[src/rtl/png_chunk_stream_parser_assert.svh]
// Assertion macros for the PNG chunk stream parser.
// Depends on clk and arst_n being in scope where a macro is used.
`ifndef PNG_CHUNK_STREAM_PARSER_ASSERT_SVH
`define PNG_CHUNK_STREAM_PARSER_ASSERT_SVH

// Property checked at every clock edge outside reset.
`define PCSP_ASSERT(lbl, prop, msg) \
	lbl: assert property (@(posedge clk) disable iff (!arst_n) prop) else $error(msg);

// Condition that must never be true outside reset.
`define PCSP_ASSERT_NEVER(lbl, cond, msg) \
	lbl: assert property (@(posedge clk) disable iff (!arst_n) !(cond)) else $error(msg);

`endif

[src/rtl/pcsp_pkg.sv]
// Shared types, codes and tables for the PNG chunk stream parser.
// No dependencies; used by every module of the block.
`default_nettype none

package pcsp_pkg;

	localparam int CHUNK_COUNT_MAX_DEF = 65535;
	localparam int QUEUE_DEPTH_DEF     = 4;

	// result kinds
	localparam logic [1:0] KIND_DATA  = 2'd0;
	localparam logic [1:0] KIND_CHUNK = 2'd1;
	localparam logic [1:0] KIND_DONE  = 2'd2;
	localparam logic [1:0] KIND_ERROR = 2'd3;

	// error codes
	localparam logic [3:0] ERR_SIGNATURE   = 4'd0;
	localparam logic [3:0] ERR_FIRST_TYPE  = 4'd1;
	localparam logic [3:0] ERR_IHDR_LENGTH = 4'd2;
	localparam logic [3:0] ERR_COLOR       = 4'd3;
	localparam logic [3:0] ERR_DEPTH       = 4'd4;
	localparam logic [3:0] ERR_COMPRESSION = 4'd5;
	localparam logic [3:0] ERR_FILTER      = 4'd6;
	localparam logic [3:0] ERR_INTERLACE   = 4'd7;
	localparam logic [3:0] ERR_LAST_TYPE   = 4'd8;
	localparam logic [3:0] ERR_TRUNCATED   = 4'd9;

	localparam logic [31:0] TYPE_IHDR = 32'h4948_4452;
	localparam logic [31:0] TYPE_IEND = 32'h4945_4E44;

	// one result record as it travels from the front to the back
	typedef struct packed {
		logic [1:0]  kind;
		logic [7:0]  data_byte;
		logic [31:0] chunk_type;
		logic [30:0] chunk_length;
		logic [31:0] chunk_crc;
		logic [15:0] chunk_index;
		logic [31:0] image_width;
		logic [31:0] image_height;
		logic [7:0]  bit_depth;
		logic [7:0]  color_type;
		logic        interlaced;
		logic [3:0]  error_code;
	} rec_t;

	// file signature bytes in order
	function automatic logic [7:0] sig_byte(input logic [2:0] idx);
		logic [7:0] v;
		unique case (idx)
			3'd0: v = 8'd137;
			3'd1: v = 8'd80;
			3'd2: v = 8'd78;
			3'd3: v = 8'd71;
			3'd4: v = 8'd13;
			3'd5: v = 8'd10;
			3'd6: v = 8'd26;
			3'd7: v = 8'd10;
		endcase
		return v;
	endfunction

endpackage

`default_nettype wire

[src/rtl/pcsp_front.sv]
// Front end of the PNG chunk stream parser: byte framing, header checks, record build.
// Depends on pcsp_pkg.
`default_nettype none

module pcsp_front #(
	parameter int CHUNK_COUNT_MAX = pcsp_pkg::CHUNK_COUNT_MAX_DEF
) (
	input  wire                clk,
	input  wire                arst_n,
	input  wire                accept,
	input  wire [7:0]          in_byte,
	input  wire                last_of_file,
	output logic               rec_valid,
	output pcsp_pkg::rec_t     rec
);

	localparam logic [2:0] PH_SIG  = 3'd0;
	localparam logic [2:0] PH_LEN  = 3'd1;
	localparam logic [2:0] PH_TYPE = 3'd2;
	localparam logic [2:0] PH_DATA = 3'd3;
	localparam logic [2:0] PH_CRC  = 3'd4;

	localparam logic [15:0] CNT_MAX = 16'(CHUNK_COUNT_MAX);

	logic [2:0]  phase_q, phase_n;
	logic [30:0] fc_q, fc_n;
	logic [31:0] len_q, len_n;
	logic [31:0] type_q, type_n;
	logic [31:0] crc_q, crc_n;
	logic [15:0] cnt_q, cnt_n;
	logic        fault_q, fault_n;
	logic [7:0]  hdr_q [13];

	logic [31:0] fc_inc;
	logic [31:0] len_sh, type_sh, crc_sh;
	logic [15:0] cnt_sat;
	logic        hdr_we;
	logic        hf_v;
	logic [3:0]  hf_code;
	logic        err_v;
	logic [3:0]  err_code;
	logic        emit;
	logic        rearm;
	logic        acc;
	logic [15:0] cnt_put;
	logic        depth_ok;

	assign fc_inc  = {1'b0, fc_q} + 32'd1;
	assign len_sh  = {len_q[23:0], in_byte};
	assign type_sh = {type_q[23:0], in_byte};
	assign crc_sh  = {crc_q[23:0], in_byte};
	assign cnt_sat = (cnt_q < CNT_MAX) ? (cnt_q + 16'd1) : cnt_q;

	// header field checks, in reporting order
	always_comb begin
		depth_ok = 1'b0;
		hf_v     = 1'b0;
		hf_code  = pcsp_pkg::ERR_COLOR;
		unique case (hdr_q[9])
			8'd0: depth_ok = (hdr_q[8] == 8'd1) || (hdr_q[8] == 8'd2) ||
				(hdr_q[8] == 8'd4) || (hdr_q[8] == 8'd8) || (hdr_q[8] == 8'd16);
			8'd2, 8'd4, 8'd6: depth_ok = (hdr_q[8] == 8'd8) || (hdr_q[8] == 8'd16);
			8'd3: depth_ok = (hdr_q[8] == 8'd1) || (hdr_q[8] == 8'd2) ||
				(hdr_q[8] == 8'd4) || (hdr_q[8] == 8'd8);
			default: begin
				hf_v    = 1'b1;
				hf_code = pcsp_pkg::ERR_COLOR;
			end
		endcase
		priority if (hf_v) begin
			hf_code = pcsp_pkg::ERR_COLOR;
		end else if (!depth_ok) begin
			hf_v    = 1'b1;
			hf_code = pcsp_pkg::ERR_DEPTH;
		end else if (hdr_q[10] != 8'd0) begin
			hf_v    = 1'b1;
			hf_code = pcsp_pkg::ERR_COMPRESSION;
		end else if (hdr_q[11] > 8'd4) begin
			hf_v    = 1'b1;
			hf_code = pcsp_pkg::ERR_FILTER;
		end else if (hdr_q[12] > 8'd1) begin
			hf_v    = 1'b1;
			hf_code = pcsp_pkg::ERR_INTERLACE;
		end else begin
			hf_v = 1'b0;
		end
	end

	// per-byte parse step
	always_comb begin
		phase_n  = phase_q;
		fc_n     = fc_q;
		len_n    = len_q;
		type_n   = type_q;
		crc_n    = crc_q;
		cnt_n    = cnt_q;
		fault_n  = fault_q;
		hdr_we   = 1'b0;
		err_v    = 1'b0;
		err_code = pcsp_pkg::ERR_SIGNATURE;
		emit     = 1'b0;
		rearm    = 1'b0;
		cnt_put  = cnt_q;
		rec              = '0;
		rec.chunk_index  = cnt_q;

		if (fault_q) begin
			rearm = last_of_file;
		end else begin
			unique case (phase_q)
				PH_SIG: begin
					if (in_byte != pcsp_pkg::sig_byte(fc_q[2:0])) begin
						err_v    = 1'b1;
						err_code = pcsp_pkg::ERR_SIGNATURE;
					end else if (fc_q[2:0] == 3'd7) begin
						fc_n    = '0;
						phase_n = PH_LEN;
					end else begin
						fc_n = fc_inc[30:0];
					end
				end
				PH_LEN: begin
					len_n = len_sh;
					if (fc_q[1:0] == 2'd3) begin
						fc_n = '0;
						if (len_sh[31]) begin
							err_v    = 1'b1;
							err_code = pcsp_pkg::ERR_TRUNCATED;
						end else begin
							phase_n = PH_TYPE;
						end
					end else begin
						fc_n = fc_inc[30:0];
					end
				end
				PH_TYPE: begin
					type_n = type_sh;
					if (fc_q[1:0] == 2'd3) begin
						fc_n = '0;
						priority if (cnt_q == 16'd0 && type_sh != pcsp_pkg::TYPE_IHDR) begin
							err_v    = 1'b1;
							err_code = pcsp_pkg::ERR_FIRST_TYPE;
						end else if (cnt_q == 16'd0 && len_q != 32'd13) begin
							err_v    = 1'b1;
							err_code = pcsp_pkg::ERR_IHDR_LENGTH;
						end else begin
							phase_n = (len_q != 32'd0) ? PH_DATA : PH_CRC;
						end
					end else begin
						fc_n = fc_inc[30:0];
					end
				end
				PH_DATA: begin
					hdr_we = (cnt_q == 16'd0) && (fc_q < 31'd13);
					if (fc_inc >= len_q) begin
						fc_n    = '0;
						phase_n = PH_CRC;
					end else begin
						fc_n = fc_inc[30:0];
					end
					if (!last_of_file) begin
						emit              = 1'b1;
						rec.kind          = pcsp_pkg::KIND_DATA;
						rec.data_byte     = in_byte;
						rec.chunk_type    = type_q;
						rec.chunk_length  = len_q[30:0];
					end
				end
				default: begin
					// CRC bytes; the record goes out on the last one
					crc_n = crc_sh;
					if (fc_q[1:0] == 2'd3) begin
						priority if (cnt_q == 16'd0 && hf_v) begin
							err_v    = 1'b1;
							err_code = hf_code;
						end else if (last_of_file && type_q != pcsp_pkg::TYPE_IEND) begin
							err_v    = 1'b1;
							err_code = pcsp_pkg::ERR_LAST_TYPE;
						end else begin
							emit             = 1'b1;
							cnt_n            = cnt_sat;
							cnt_put          = cnt_sat;
							rec.kind         = last_of_file ? pcsp_pkg::KIND_DONE :
								pcsp_pkg::KIND_CHUNK;
							rec.chunk_type   = type_q;
							rec.chunk_length = len_q[30:0];
							rec.chunk_crc    = crc_sh;
							rearm            = last_of_file;
							phase_n          = PH_LEN;
							fc_n             = '0;
							len_n            = '0;
							type_n           = '0;
							crc_n            = '0;
						end
					end else begin
						fc_n = fc_inc[30:0];
					end
				end
			endcase

			// end of file anywhere else is a truncation
			if (!err_v && !emit && last_of_file) begin
				err_v    = 1'b1;
				err_code = pcsp_pkg::ERR_TRUNCATED;
			end
			if (err_v) begin
				emit           = 1'b1;
				rec            = '0;
				rec.kind       = pcsp_pkg::KIND_ERROR;
				rec.chunk_index = cnt_q;
				rec.error_code = err_code;
				rearm          = last_of_file;
				fault_n        = !last_of_file;
			end
		end

		// header fields once IHDR has been accepted
		acc = (cnt_put != 16'd0);
		if (acc) begin
			rec.image_width  = {hdr_q[0], hdr_q[1], hdr_q[2], hdr_q[3]};
			rec.image_height = {hdr_q[4], hdr_q[5], hdr_q[6], hdr_q[7]};
			rec.bit_depth    = hdr_q[8];
			rec.color_type   = hdr_q[9];
			rec.interlaced   = hdr_q[12][0];
		end

		if (rearm) begin
			phase_n = PH_SIG;
			fc_n    = '0;
			len_n   = '0;
			type_n  = '0;
			crc_n   = '0;
			cnt_n   = '0;
			fault_n = 1'b0;
		end
	end

	assign rec_valid = accept && emit;

	// parser state
	always_ff @(posedge clk or negedge arst_n) begin
		if (!arst_n) begin
			phase_q <= PH_SIG;
			fc_q    <= '0;
			len_q   <= '0;
			type_q  <= '0;
			crc_q   <= '0;
			cnt_q   <= '0;
			fault_q <= 1'b0;
		end else if (accept) begin
			phase_q <= phase_n;
			fc_q    <= fc_n;
			len_q   <= len_n;
			type_q  <= type_n;
			crc_q   <= crc_n;
			cnt_q   <= cnt_n;
			fault_q <= fault_n;
		end
	end

	// IHDR data bytes, no reset
	always_ff @(posedge clk) begin
		if (accept && hdr_we) begin
			hdr_q[fc_q[3:0]] <= in_byte;
		end
	end

endmodule

`default_nettype wire

[src/rtl/pcsp_queue.sv]
// Short record queue between the parser front and the output stage.
// Depends on pcsp_pkg and png_chunk_stream_parser_assert.svh.
`default_nettype none

`include "png_chunk_stream_parser_assert.svh"

module pcsp_queue #(
	parameter int DEPTH = pcsp_pkg::QUEUE_DEPTH_DEF
) (
	input  wire                clk,
	input  wire                arst_n,
	input  wire                push,
	input  pcsp_pkg::rec_t     push_rec,
	input  wire                pop,
	output pcsp_pkg::rec_t     head_rec,
	output logic               empty,
	output logic               full
);

	localparam int ADDR_W = (DEPTH > 1) ? $clog2(DEPTH) : 1;
	localparam int CNT_W  = $clog2(DEPTH + 1);

	pcsp_pkg::rec_t    mem_q [DEPTH];
	logic [ADDR_W-1:0] wr_q, rd_q;
	logic [CNT_W-1:0]  count_q;

	assign empty    = (count_q == '0);
	assign full     = (count_q == CNT_W'(DEPTH));
	assign head_rec = mem_q[rd_q];

	// storage
	always_ff @(posedge clk) begin
		if (push) begin
			mem_q[wr_q] <= push_rec;
		end
	end

	// pointers and fill count
	always_ff @(posedge clk or negedge arst_n) begin
		if (!arst_n) begin
			wr_q    <= '0;
			rd_q    <= '0;
			count_q <= '0;
		end else begin
			if (push) begin
				wr_q <= (wr_q == ADDR_W'(DEPTH - 1)) ? '0 : wr_q + ADDR_W'(1);
			end
			if (pop) begin
				rd_q <= (rd_q == ADDR_W'(DEPTH - 1)) ? '0 : rd_q + ADDR_W'(1);
			end
			if (push && !pop) begin
				count_q <= count_q + CNT_W'(1);
			end else if (pop && !push) begin
				count_q <= count_q - CNT_W'(1);
			end
		end
	end

	`PCSP_ASSERT_NEVER(a_no_push_full, push && full && !pop, "queue push while full")
	`PCSP_ASSERT_NEVER(a_no_pop_empty, pop && empty, "queue pop while empty")
	`PCSP_ASSERT(a_drain, (pop && !push && count_q == CNT_W'(1)) |=> empty, "queue not drained")

endmodule

`default_nettype wire

[src/rtl/pcsp_back.sv]
// Output stage of the PNG chunk stream parser: result register and stream packing.
// Depends on pcsp_pkg and png_chunk_stream_parser_assert.svh.
`default_nettype none

`include "png_chunk_stream_parser_assert.svh"

module pcsp_back (
	input  wire                clk,
	input  wire                arst_n,
	input  wire                q_empty,
	input  pcsp_pkg::rec_t     q_head,
	output logic               pop,
	output logic               m_axis_tvalid,
	input  wire                m_axis_tready,
	output logic [207:0]       m_axis_tdata,
	output logic [1:0]         m_axis_tuser
);

	pcsp_pkg::rec_t out_q;
	logic           valid_q;

	// refill the output register when it is free or being taken
	assign pop = !q_empty && (!valid_q || m_axis_tready);

	always_ff @(posedge clk or negedge arst_n) begin
		if (!arst_n) begin
			valid_q <= 1'b0;
		end else if (pop) begin
			valid_q <= 1'b1;
		end else if (m_axis_tready) begin
			valid_q <= 1'b0;
		end
	end

	always_ff @(posedge clk) begin
		if (pop) begin
			out_q <= q_head;
		end
	end

	assign m_axis_tvalid = valid_q;
	assign m_axis_tuser  = out_q.kind;
	assign m_axis_tdata  = {4'b0000, out_q.error_code, out_q.interlaced, out_q.color_type,
		out_q.bit_depth, out_q.image_height, out_q.image_width, out_q.chunk_index,
		out_q.chunk_crc, out_q.chunk_length, out_q.chunk_type, out_q.data_byte};

	`PCSP_ASSERT(a_load_shows, pop |=> m_axis_tvalid, "loaded result not presented")

endmodule

`default_nettype wire

[src/rtl/png_chunk_stream_parser.sv]
// Top level of the PNG chunk stream parser: front, record queue and output stage.
// Depends on pcsp_pkg, pcsp_front, pcsp_queue and pcsp_back.
//
//  port group | dir | width        | carries
//  s_axis     | in  | 8 + tlast    | file bytes, tlast on the final byte of the file
//  m_axis     | out | 208 + tuser2 | data bytes, chunk records, done and error results
//
// One byte is taken per cycle while the record queue is not full; the parse state is registered as each byte is taken.
// A result passes through the record queue, then the output register, before it appears on m_axis.
// s_axis_tready drops only when the record queue is full; it holds QUEUE_DEPTH results
// besides the one in the output register, so the input stalls only on a stalled output.
// arst_n clears the parser state, queue pointers and output valid; no clearing pass.
`default_nettype none

module png_chunk_stream_parser #(
	parameter int CHUNK_COUNT_MAX = pcsp_pkg::CHUNK_COUNT_MAX_DEF,
	parameter int QUEUE_DEPTH     = pcsp_pkg::QUEUE_DEPTH_DEF
) (
	input  wire          clk,
	input  wire          arst_n,
	input  wire          s_axis_tvalid,
	output logic         s_axis_tready,
	// [7:0] in_byte
	input  wire  [7:0]   s_axis_tdata,
	// last_of_file
	input  wire          s_axis_tlast,
	output logic         m_axis_tvalid,
	input  wire          m_axis_tready,
	// [7:0] data_byte, [39:8] chunk_type, [70:40] chunk_length, [102:71] chunk_crc,
	// [118:103] chunk_index, [150:119] image_width, [182:151] image_height,
	// [190:183] bit_depth, [198:191] color_type, [199] interlaced,
	// [203:200] error_code, [207:204] zero
	output logic [207:0] m_axis_tdata,
	// [1:0] kind
	output logic [1:0]   m_axis_tuser
);

	logic           accept;
	logic           rec_valid;
	pcsp_pkg::rec_t rec;
	pcsp_pkg::rec_t head_rec;
	logic           q_empty;
	logic           q_full;
	logic           pop;

	assign s_axis_tready = !q_full;
	assign accept        = s_axis_tvalid && !q_full;

	pcsp_front #(
		.CHUNK_COUNT_MAX(CHUNK_COUNT_MAX)
	) u_front (
		.clk          (clk),
		.arst_n       (arst_n),
		.accept       (accept),
		.in_byte      (s_axis_tdata),
		.last_of_file (s_axis_tlast),
		.rec_valid    (rec_valid),
		.rec          (rec)
	);

	pcsp_queue #(
		.DEPTH(QUEUE_DEPTH)
	) u_queue (
		.clk      (clk),
		.arst_n   (arst_n),
		.push     (rec_valid),
		.push_rec (rec),
		.pop      (pop),
		.head_rec (head_rec),
		.empty    (q_empty),
		.full     (q_full)
	);

	pcsp_back u_back (
		.clk           (clk),
		.arst_n        (arst_n),
		.q_empty       (q_empty),
		.q_head        (head_rec),
		.pop           (pop),
		.m_axis_tvalid (m_axis_tvalid),
		.m_axis_tready (m_axis_tready),
		.m_axis_tdata  (m_axis_tdata),
		.m_axis_tuser  (m_axis_tuser)
	);

endmodule

`default_nettype wire

[config.mk]
export PLATFORM = sky130hd
export DESIGN_NAME = png_chunk_stream_parser
export DESIGN_NICKNAME = d
export VERILOG_FILES = /design/src/rtl/pcsp_pkg.sv /design/src/rtl/pcsp_front.sv /design/src/rtl/pcsp_queue.sv /design/src/rtl/pcsp_back.sv /design/src/rtl/png_chunk_stream_parser.sv
export VERILOG_INCLUDE_DIRS = /design/src /design/src/rtl
export SDC_FILE = /design/constraint.sdc
export NUM_CORES = 1
export LEC_CHECK = 0
export BUFFER_PORTS_ARGS = -buffer_cell sky130_fd_sc_hd__buf_2
export CAP_MARGIN = 10
export CORE_UTILIZATION = 55
export CTS_CLUSTER_SIZE = 25
export DETAILED_ROUTE_END_ITERATION = 6
export GPL_TIMING_DRIVEN = 0
export PLACE_DENSITY = 0.83
export SLEW_MARGIN = 10
export SYNTH_ARGS = -nofsm -noshare
export SYNTH_HDL_FRONTEND = slang
export SYNTH_HIERARCHICAL = 1
export SYNTH_SLANG_ARGS = --single-unit
[constraint.sdc]
create_clock -name clk -period 7.4 [get_ports clk]
set_input_delay 0.74 -clock clk [delete_from_list [all_inputs] [get_ports clk]]
set_output_delay 0.74 -clock clk [all_outputs]
set_load 0.02 [all_outputs]
==> results of run 1 <==
==> placed cells by master, fill, tap and decap left out, types with 46 or more instances in the layout <==
cell type,n
edfxtp_1,1134
buf_2,257
mux4_2,206
nand2_1,194
dfrtp_1,147
clkbuf_16,123
clkbuf_1,89
and2_4,84
inv_1,72
nor2_1,68
and2_1,67
o21ai_1,58
ha_1,46
==> layout make-up <==
type / count / area (um^2)
Tap cell: 1176 / 1470
Inverter: 73 / 274
Buffer: 136 / 751
Multi-Input combinational cell: 1226 / 11300
Fill cell: 6003 / 32800
Clock buffer: 152 / 3250
Antenna cell: 2 / 5.00
Clock inverter: 79 / 636
Timing Repair Buffer: 247 / 1750
Sequential cell: 1281 / 37700
==> power groups by stage <==
stage	clock, uW	combinational (uW)	sequential [uW]
final	5960	5480	9940
after floorplan	0	2950	10700
after global placement	0	5230	10200
after detailed placement	0	5510	10100
after CTS	6090	5560	9950
after global routing	6360	5860	10000
==> worst max path at each step <==
stage | endpoint | slack (ns) | depth (start not counted)
after floorplan | u_queue/mem_q[2][0]$_DFFE_PP_ | 1.53 | 8
after global placement | u_queue/mem_q[1][52]$_DFFE_PP_ | -1.48 | 9
after detailed placement | u_front/fc_q[17]$_DFFE_PN0P_ | 1.02 | 16
after CTS | u_front/fc_q[17]$_DFFE_PN0P_ | 0.94 | 16
after global routing | u_front/fc_q[16]$_DFFE_PN0P_ | 0.51 | 17
final | u_front/fc_q[7]$_DFFE_PN0P_ | 0.89 | 17
==> registers in the layout (all words and copies together) (netlist names), 16 cells and up <==
name and count:
u_front/hdr_q 104, u_front/fc_q 31, u_back/m_axis_tdata 204, u_front/crc_q 24, u_front/type_q 32, u_front/len_q 32
u_front/cnt_q 16, u_queue/mem_q 824
==> worst register-to-register path, stage by stage (launching register included) <==
cell	delay, ns
dfrtp_1	0.34
clkbuf_1	0.58
nand3_1	0.26
nor3_1	0.38
nor3b_1	0.75
and4_1	0.39
and3_1	0.22
nand3_1	0.15
xnor2_1	0.17
ha_1	0.29
nand2_1	0.07
or4_1	0.54
or3_1	0.36
o221ai_1	0.75
a21oi_1	0.44
clkbuf_1	0.35
o221ai_1	0.23
o31ai_1	0.10
==> per-layer routing <==
layer	wire length, um	track usage
met1	43600	0.328
met2	55000	0.398
met3	8390	0.0466
met4	2780	0.0710
met5	19	0
==> cell families (layout without fill, tap and decap cells) <==
| kind of cell | Yosys count | in the layout | synth area share |
|---|---|---|---|
| adder cells (fa/ha/maj) | 47 | 47 | 0.0119 |
| XOR/XNOR | 39 | 39 | 0.00683 |
| AO/OA/AOI/OAI | 272 | 272 | 0.0384 |
| other | 1 | 6 | 0.0000750 |
| buffers and inverters | 209 | 687 | 0.0205 |
| multiplexers | 217 | 217 | 0.0952 |
| AND/OR/NAND/NOR | 647 | 647 | 0.0725 |
| flip-flops | 1281 | 1281 | 0.755 |
==> metrics by stage <==
step                       TNS, ns  area [um^2]
after global placement    -1147.89        52600
final                            0        57200
after CTS                        0        57200
after detailed placement         0        53300
after global routing             0        57200
after floorplan                  0        50000
==> flow_results.org, run 1 <==
** GRT
- Summed over all layers, the global routing overflow is 0.
- The number of global-route vias before repair came to 26,100.
- Total global-route track usage :: 0.241
- The number of antenna violations at the first check in global routing is 3.
- Pin count of the biggest net entering global routing :: 104
- The first global-routing pass estimated 163,000 um of wire.

** Synth
- edfxtp_1 is the most common cell in the netlist.
- Most frequent cells after synthesis :: edfxtp_1, mux4_2, nand2_1
- Of the synthesized area, sequential elements account for 0.755.
- Most common flop cell mapped by yosys :: edfxtp_1
- Synthesis inferred 1,281 register bits.
- Share of flip-flops with an asynchronous set or reset after synthesis :: 0.115
- Largest cells by area after synthesis :: edfxtp_1, mux4_2, dfrtp_1
- During synthesis, Yosys emitted a total of 6 warnings.
- After synthesis, the mean cell area works out to 18.4 um^2.
- The synthesized netlist occupies a cell area of 50,000 um^2.
- Counting flops with a built-in enable in the synthesized netlist gives 1,134.
- Post-Syn Instances :: 2,713
- Synthesis instantiated 82 different standard cells from the library.
- Area share of the largest cell type after synthesis :: 0.681
- Of all cell types, the one taking the most synthesized area is edfxtp_1.

** Setup path
- Critical Path Source :: u_front/fc_q[3]$_DFFE_PN0P_
- Broken down by cell family, the worst path's largest delay share belongs to simple AND/OR/NAND/NOR gates.
- Crit path DAT :: 7.06 ns
- Startpoint of the worst register-to-register path :: u_front/fc_q[3]$_DFFE_PN0P_
- The worst setup path is launched from a register.
- Worst path buffer plus inverter count :: 2
- Cells along the critical path :: clkbuf_1 > nand3_1 > nor3_1 > nor3b_1 > and4_1 > and3_1 > nand3_1 > xnor2_1 > ha_1 > nand2_1 > or4_1 > or3_1 > o221ai_1 > a21oi_1 > clkbuf_1 > o221ai_1 > o31ai_1
- CP Capture Type :: register
- On the worst path, the slowest cell contributes a delay of 0.75 ns.
- Along the worst path, the maximum fanout reaches 10.
- The worst register-to-register path has a depth of 17.
- Worst path slowest cell :: nor3b_1
- At the worst endpoint, the required time is 7.94 ns.
- The worst setup path is of the register to register kind.
- The worst register-to-register path ends at u_front/fc_q[7]$_DFFE_PN0P_.
- The worst register-to-register path has a setup slack of 0.89 ns.

** Power
- In this run the power density over the cells is 374 nW/um^2.
- Net Sw Frac :: 0.297
- Of the total power, registers draw 0.465.
- The share of total power dissipated in combinational logic is 0.256.
- Cell-internal power :: 15,000 uW
- Sw Pwr :: 6350 uW
- Maximum vdd drop :: 234 uV
- Total power after layout :: 21,400 uW
- Of the total power, the clock network draws 0.279.
- For this design the static power due to leakage is 0.0202 uW.

** Layout
- Layout-stage area growth over the synthesis result :: 14.3%
- Once layout is complete, the utilization of the core stands at 0.635.
- Proportion of layout cells with a drive suffix above 1 :: 0.259
- For this run, the number of standard cells in the final layout without fillers is 4,372.
- The final layout contains 3,146 nets.

** Clock tree
- Clock insertion delay at the later pin of the skew report :: 0.72 ns
- Number of buffers inserted for hold repair after clock tree synthesis :: 1
- TritonCTS created 121 clock buffers.
- Max Root-Sink Buffers :: 3
- Clk pin slew, worst setup/hold paths :: 0.06 ns
- Clock tree from TritonCTS :: yes
- The H-tree generated during clock tree synthesis spans 3 levels.
- The clock drives 1,281 sinks.
- After clock tree synthesis, the setup repair step added 0 buffers.
- In this run the clock root is driven by a clkbuf_16.
- CTS resizes :: 0

** Worst hold path
- Hold crit path type :: input port to register
- The worst hold path begins at m_axis_tready.
- Counting instances, the worst hold path has a depth of 2.
- Worst hold path endpoint :: u_back/m_axis_tvalid$_DFFE_PN0P_

** Timing
- Timing would allow up to 154 MHz.
- Slew margin rel. :: 0.315
- Setup repair after global routing left no endpoint under its margin.
- Clock skew on the completed layout was measured at 0.0527 ns.
- Counting I/O delays and the setup requirement, the final critical path takes 6.51 ns.
- Post-layout worst setup margin :: 0.886 ns
- Transition time at the pin with the least slew margin :: 1.02 ns
- Total count of hold-check failures in the final report :: 0
- Max-slew violation total from the final report :: 0
- Worst Hold Margin :: 0.212 ns
- Of the available clock period, the critical path in the final layout requires 0.880.
- Number of setup violations in the final report :: 0

** Routing
- The first routing iteration left 2,582 violations.
- Summed over all layers, the routed wires come to 110,000 um.
- Via count of the routed design :: 26,200
- Dividing the detail-routed wire length by the instance count gives 25.1 um.
- After detailed routing, the number of vias per cell comes to 5.99.
- The first detailed-routing pass took 6 iterations.
- In the routed design, unresolved DRC markers number 0.
- Antenna-violating nets left :: 0

** Floorplan
- 225 I/O pins were placed.
- Die H :: 304 um
- The core region is 90,000 um^2.
- Starting utilization of the core area :: 0.555
- Horizontal extent of the die :: 304 um
- Full die area :: 92,100 um^2
- Site row count :: 110

** Placement
- Timing analysis after detailed placement gives a worst setup slack of 1.02 ns.
- Detailed placement finished with a half-perimeter wire length of 68,700 um.
- Global placer's final weighted congestion :: 0.899
- Once placement completed, the tool counted placed cells totaling 4,138.
- During placement, the flow inserted port buffers numbering 219.

** Run
- Max-capacitance violation count :: 0

** Outcome
- Result of the run :: finished clean
Power figures use the tool's default switching activity.
==> run 2, diff against run 1 <==
Settings changed: ABC_AREA from default to 1, BUFFER_PORTS_ARGS -buffer_cell sky130_fd_sc_hd__buf_2 to default, CORE_UTILIZATION 55 to 57, DONT_BUFFER_PORTS from default to 1, TNS_END_PERCENT from default to 20.
==> run 2 against run 1 <==
Effect of this change:
- combinational power increased by 1%
- hold slack got worse by 0.13 ns
- sequential cell count unchanged
- fmax increased by 20%
- register-to-register slack improved by 1.1 ns
- power increased by 6.5%
- setup slack improved by 1.1 ns
==> flow_results.org, run 2 <==
** Outcome
- The flow ran to the end, and the final reports show no timing, DRC or antenna violations.

** Layout
- For this run, the post-layout net count is 4,658.
- Layout-stage area growth over the synthesis result :: 11.7%
- Footprint of the flip-flops and latches :: 37,700 um^2
- Leading cell types in the layout, fill and taps excluded :: edfxtp_1, nand2_1, inv_1
- Summing all multi-input logic gate instances after layout gives 11,800 um^2.
- The layout has 6,596 filler cells.
- Measured on the finished design, the core utilization comes to 0.642.
- Non-filler instance count after layout :: 5,957
- The register with the most flip-flops in the layout has 824 of them.
- Most common cell after layout, fill and taps aside :: edfxtp_1
- More flip-flops sit in one register than any other, and that register is u_queue/mem_q.
- Proportion of layout cells with a drive suffix above 1 :: 0.103

** Synth
- Counting flops and latches in the post-synthesis netlist gives 1,281.
- Synthesized area per cell :: 12.1 um^2
- Among all flip-flop cells after synthesis, the most frequent one is edfxtp_1.
- By instance count, the leading cell after synthesis is edfxtp_1.
- The biggest area contributor in the post-synthesis netlist is edfxtp_1.
- Combinational family with the most area after synthesis :: simple AND/OR/NAND/NOR gates
- Post-synthesis instance area :: 53,600 um^2
- Share of the synthesized netlist area taken by xor and xnor gates :: 0.00490
- For this run, the number of Yosys warnings is 6.
- Yosys mapped a number of flops with a built-in enable equal to 1,134.
- In the synthesized netlist, the number of instances is 4,445.
- The share of synthesized area in the top cell type comes to 0.635.
- Synthesis instantiated 52 different standard cells from the library.
- Of the synthesized area, sequential elements account for 0.703.
- The portion of synthesized area spent on multiplexers is 0.
- Synthesized-area fraction occupied by ao, oa, aoi and oai cells :: 0.0933
- By count the netlist is led by edfxtp_1, nand2_1, inv_1.
- Of the total synthesized cell area, the portion taken by full adders, half adders and majority gates is 0.0111.
- Share of flip-flops with an asynchronous set or reset after synthesis :: 0.115
- Simple-gate area share of the yosys netlist :: 0.111
- After synthesis, the cell types taking the most area are edfxtp_1, dfrtp_1, nand2_1.

** Placement
- Buffers placed on the I/O ports in this run total 0.
- In this run, placement finished with an instance count of 5,718.
- HPWL after detailed placement :: 82,200 um
- Global placer's final weighted congestion :: 0.935

** GRT
- The first global-routing pass estimated 194,000 um of wire.
- Total global-route track usage :: 0.272
- Pin count of the biggest net entering global routing :: 148
- The number of global-route vias before repair was 33,600.
- Antenna violations before repair :: 3
- Total gr overflow :: 0

** Timing
- Setup repair after global routing left no endpoint under its margin.
- Setup violations remaining at the end of the flow were counted as 0.
- Final period utilization :: 0.734
- The smallest clock period supported by the final layout is computed as 5.43 ns.
- Derived from the worst setup path, the maximum achievable clock frequency is 184 MHz.
- The number of pins exceeding their max-slew limit in the final report is 0.
- Total count of hold-check failures in the final report :: 0
- Measured against its own limit, the worst slew margin works out to 0.177.
- Transition time at the pin with the least slew margin :: 1.22 ns
- Worst clock skew :: 0.0293 ns

** Routing
- Routed via count divided by cell count :: 5.77
- Post-detailed-route DRC marker count :: 0
- Iteration-0 DRC Markers :: 3,880
- Detailed Route WL :: 130,000 um
- Via count of the routed design :: 34,400
- WL per Instance :: 21.8 um
- Once detail routing completed, the nets flagged for antenna violations numbered 0.
- Detailed Routing Iterations Pass 1 :: 6

** Power
- Maximum vdd drop :: 268 uV
- Power Dens Cells :: 380 nW/um^2
- The analysis attributes to cell leakage a power of 0.0236 uW.

** Setup path
- In this run the worst setup path begins at u_front/cnt_q[0]$_DFFE_PN0P_.
- R2R Setup Slk :: 1.97 ns
- STA classifies the critical path startpoint as a register.
- STA classifies the critical path endpoint as a register.
- Worst-path fanout max :: 90
- Critical path required time :: 7.79 ns
- The critical path is of the register to register type.
- The worst register-to-register path begins at u_front/cnt_q[0]$_DFFE_PN0P_.
- For the worst setup path, the data arrival time is 5.82 ns.

** Clock tree
- Clock tree from TritonCTS :: yes
- Post-CTS repair changed the size of 0 cells.
- Clk root buf :: clkbuf_16
- Clk pin slew, worst setup/hold paths :: 0.06 ns
- After clock tree synthesis, the flow added hold-fix buffers numbering 1.
- Clock insertion delay at the later pin of the skew report :: 0.76 ns
- Max Root-Sink Buffers :: 3
- CTS sink cnt :: 1,281
- CTS H-tree lvls :: 4
- Total CTS buffers :: 130
- Number of post-CTS setup repair buffers :: 0

** Run
- Max-capacitance violation count :: 0

** Floorplan
- Site row count :: 112
- The die is 309 um tall.
- Horizontal extent of the die :: 309 um
- The initial utilization of the core area, before any placement, comes to 0.575.
- The die covers 95,300 um^2.
- Top Ports :: 225
- The region available for standard cell placement spans 93,300 um^2.

** Worst hold path
- Hold Startpoint :: s_axis_tdata[3]
- Hold crit path type :: input port to register
[run 2: cell types whose count changed in the layout (fill, tap and decap cells not counted), moves of 151 or more]
cell	previous run	this run
buf_2	257	67
inv_1	72	703
mux4_2	206	0
nand2_1	194	961
nor2_1	68	219
o211ai_1	2	412
[run 2: final timing paths]
| path | cells after the start | endpoint |
|---|---|---|
| max | 16 | u_queue/mem_q[2][182]$_DFFE_PP_ |
| min | 0 | u_front/hdr_q[1][3]$_DFFE_PP_ |
| max reg2reg | 16 | u_queue/mem_q[2][182]$_DFFE_PP_ |
| min reg2reg | 2 | u_front/type_q[21]$_DFFE_PN0P_ |
| max in group asynchronous | 2 | u_front/crc_q[6]$_DFFE_PN0P_ |
| min in group asynchronous | 2 | u_front/len_q[27]$_DFFE_PN0P_ |
[run 2: final cells by class]
class / count / area share
inverter: 731 / 0.0463
antenna: 1 / 0.0000418
buffer: 213 / 0.0227
clock inverter: 64 / 0.0113
clock buffer: 172 / 0.0593
multi-input combinational: 2223 / 0.197
timing repair buffer: 18 / 0.00735
tap: 1254 / 0.0262
sequential: 1281 / 0.630
[run 2: worst max-delay path, cell delays in order (launching register included)]
cell     delay (ns)
dfrtp_1        0.50
inv_1          0.17
ha_1           0.18
nand4_2        0.15
nor4_4         0.65
o21ai_0        0.27
nand2_1        0.13
nand2_1        0.08
a21oi_1        0.15
nand2_1        0.14
nand3_2        0.20
nor2_1         0.07
nor2_1         0.67
nand2_1        0.30
inv_8          0.37
buf_16         0.41
buf_16         0.42
[run 2: routing by layer]
| metal | global-route usage | routed length (um) | vias up |
|---|---|---|---|
| met2 | 0.453 | 64000 | 1933 |
| li1 | - | - | 15600 |
| met1 | 0.344 | 48100 | 16600 |
| met4 | 0.121 | 5110 | 2 |
| met3 | 0.0595 | 12400 | 310 |
| met5 | 0 | 7 | - |
[run 2: stage by stage]
step | setup WS (ns) | area [um^2] | hold slack, ns | TNS (ns) | power, uW
2_1_floorplan | 0.500 | 53700 | 0.444 | 0 | 14300
5_1_grt | 1.70 | 59900 | 0.0464 | 0 | 23700
6_report | 1.97 | 59900 | 0.0778 | 0 | 22800
3_5_place_dp | 2.08 | 55700 | 0.464 | 0 | 16300
3_3_place_gp | -3.47 | 55200 | 0.464 | -2800.56 | 16300
4_1_cts | 2.01 | 59900 | 0.00587 | 0 | 22800
[run 2: kinds of logic after synthesis]
group | Yosys count
other cells | 1
compound gates | 709
simple gates | 1433
fa+ha+maj | 47
buf+inv | 944
xor+xnor | 30
flops | 1281
[run 2: power breakdown]
group	switching [uW]	total [uW]	leakage [uW]	internal [uW]
logic	4050	5560	0.00876	1510
registers	1210	10700	0.0128	9530
clock network	2780	6460	0.00206	3680
total	8040	22800	0.0236	14700
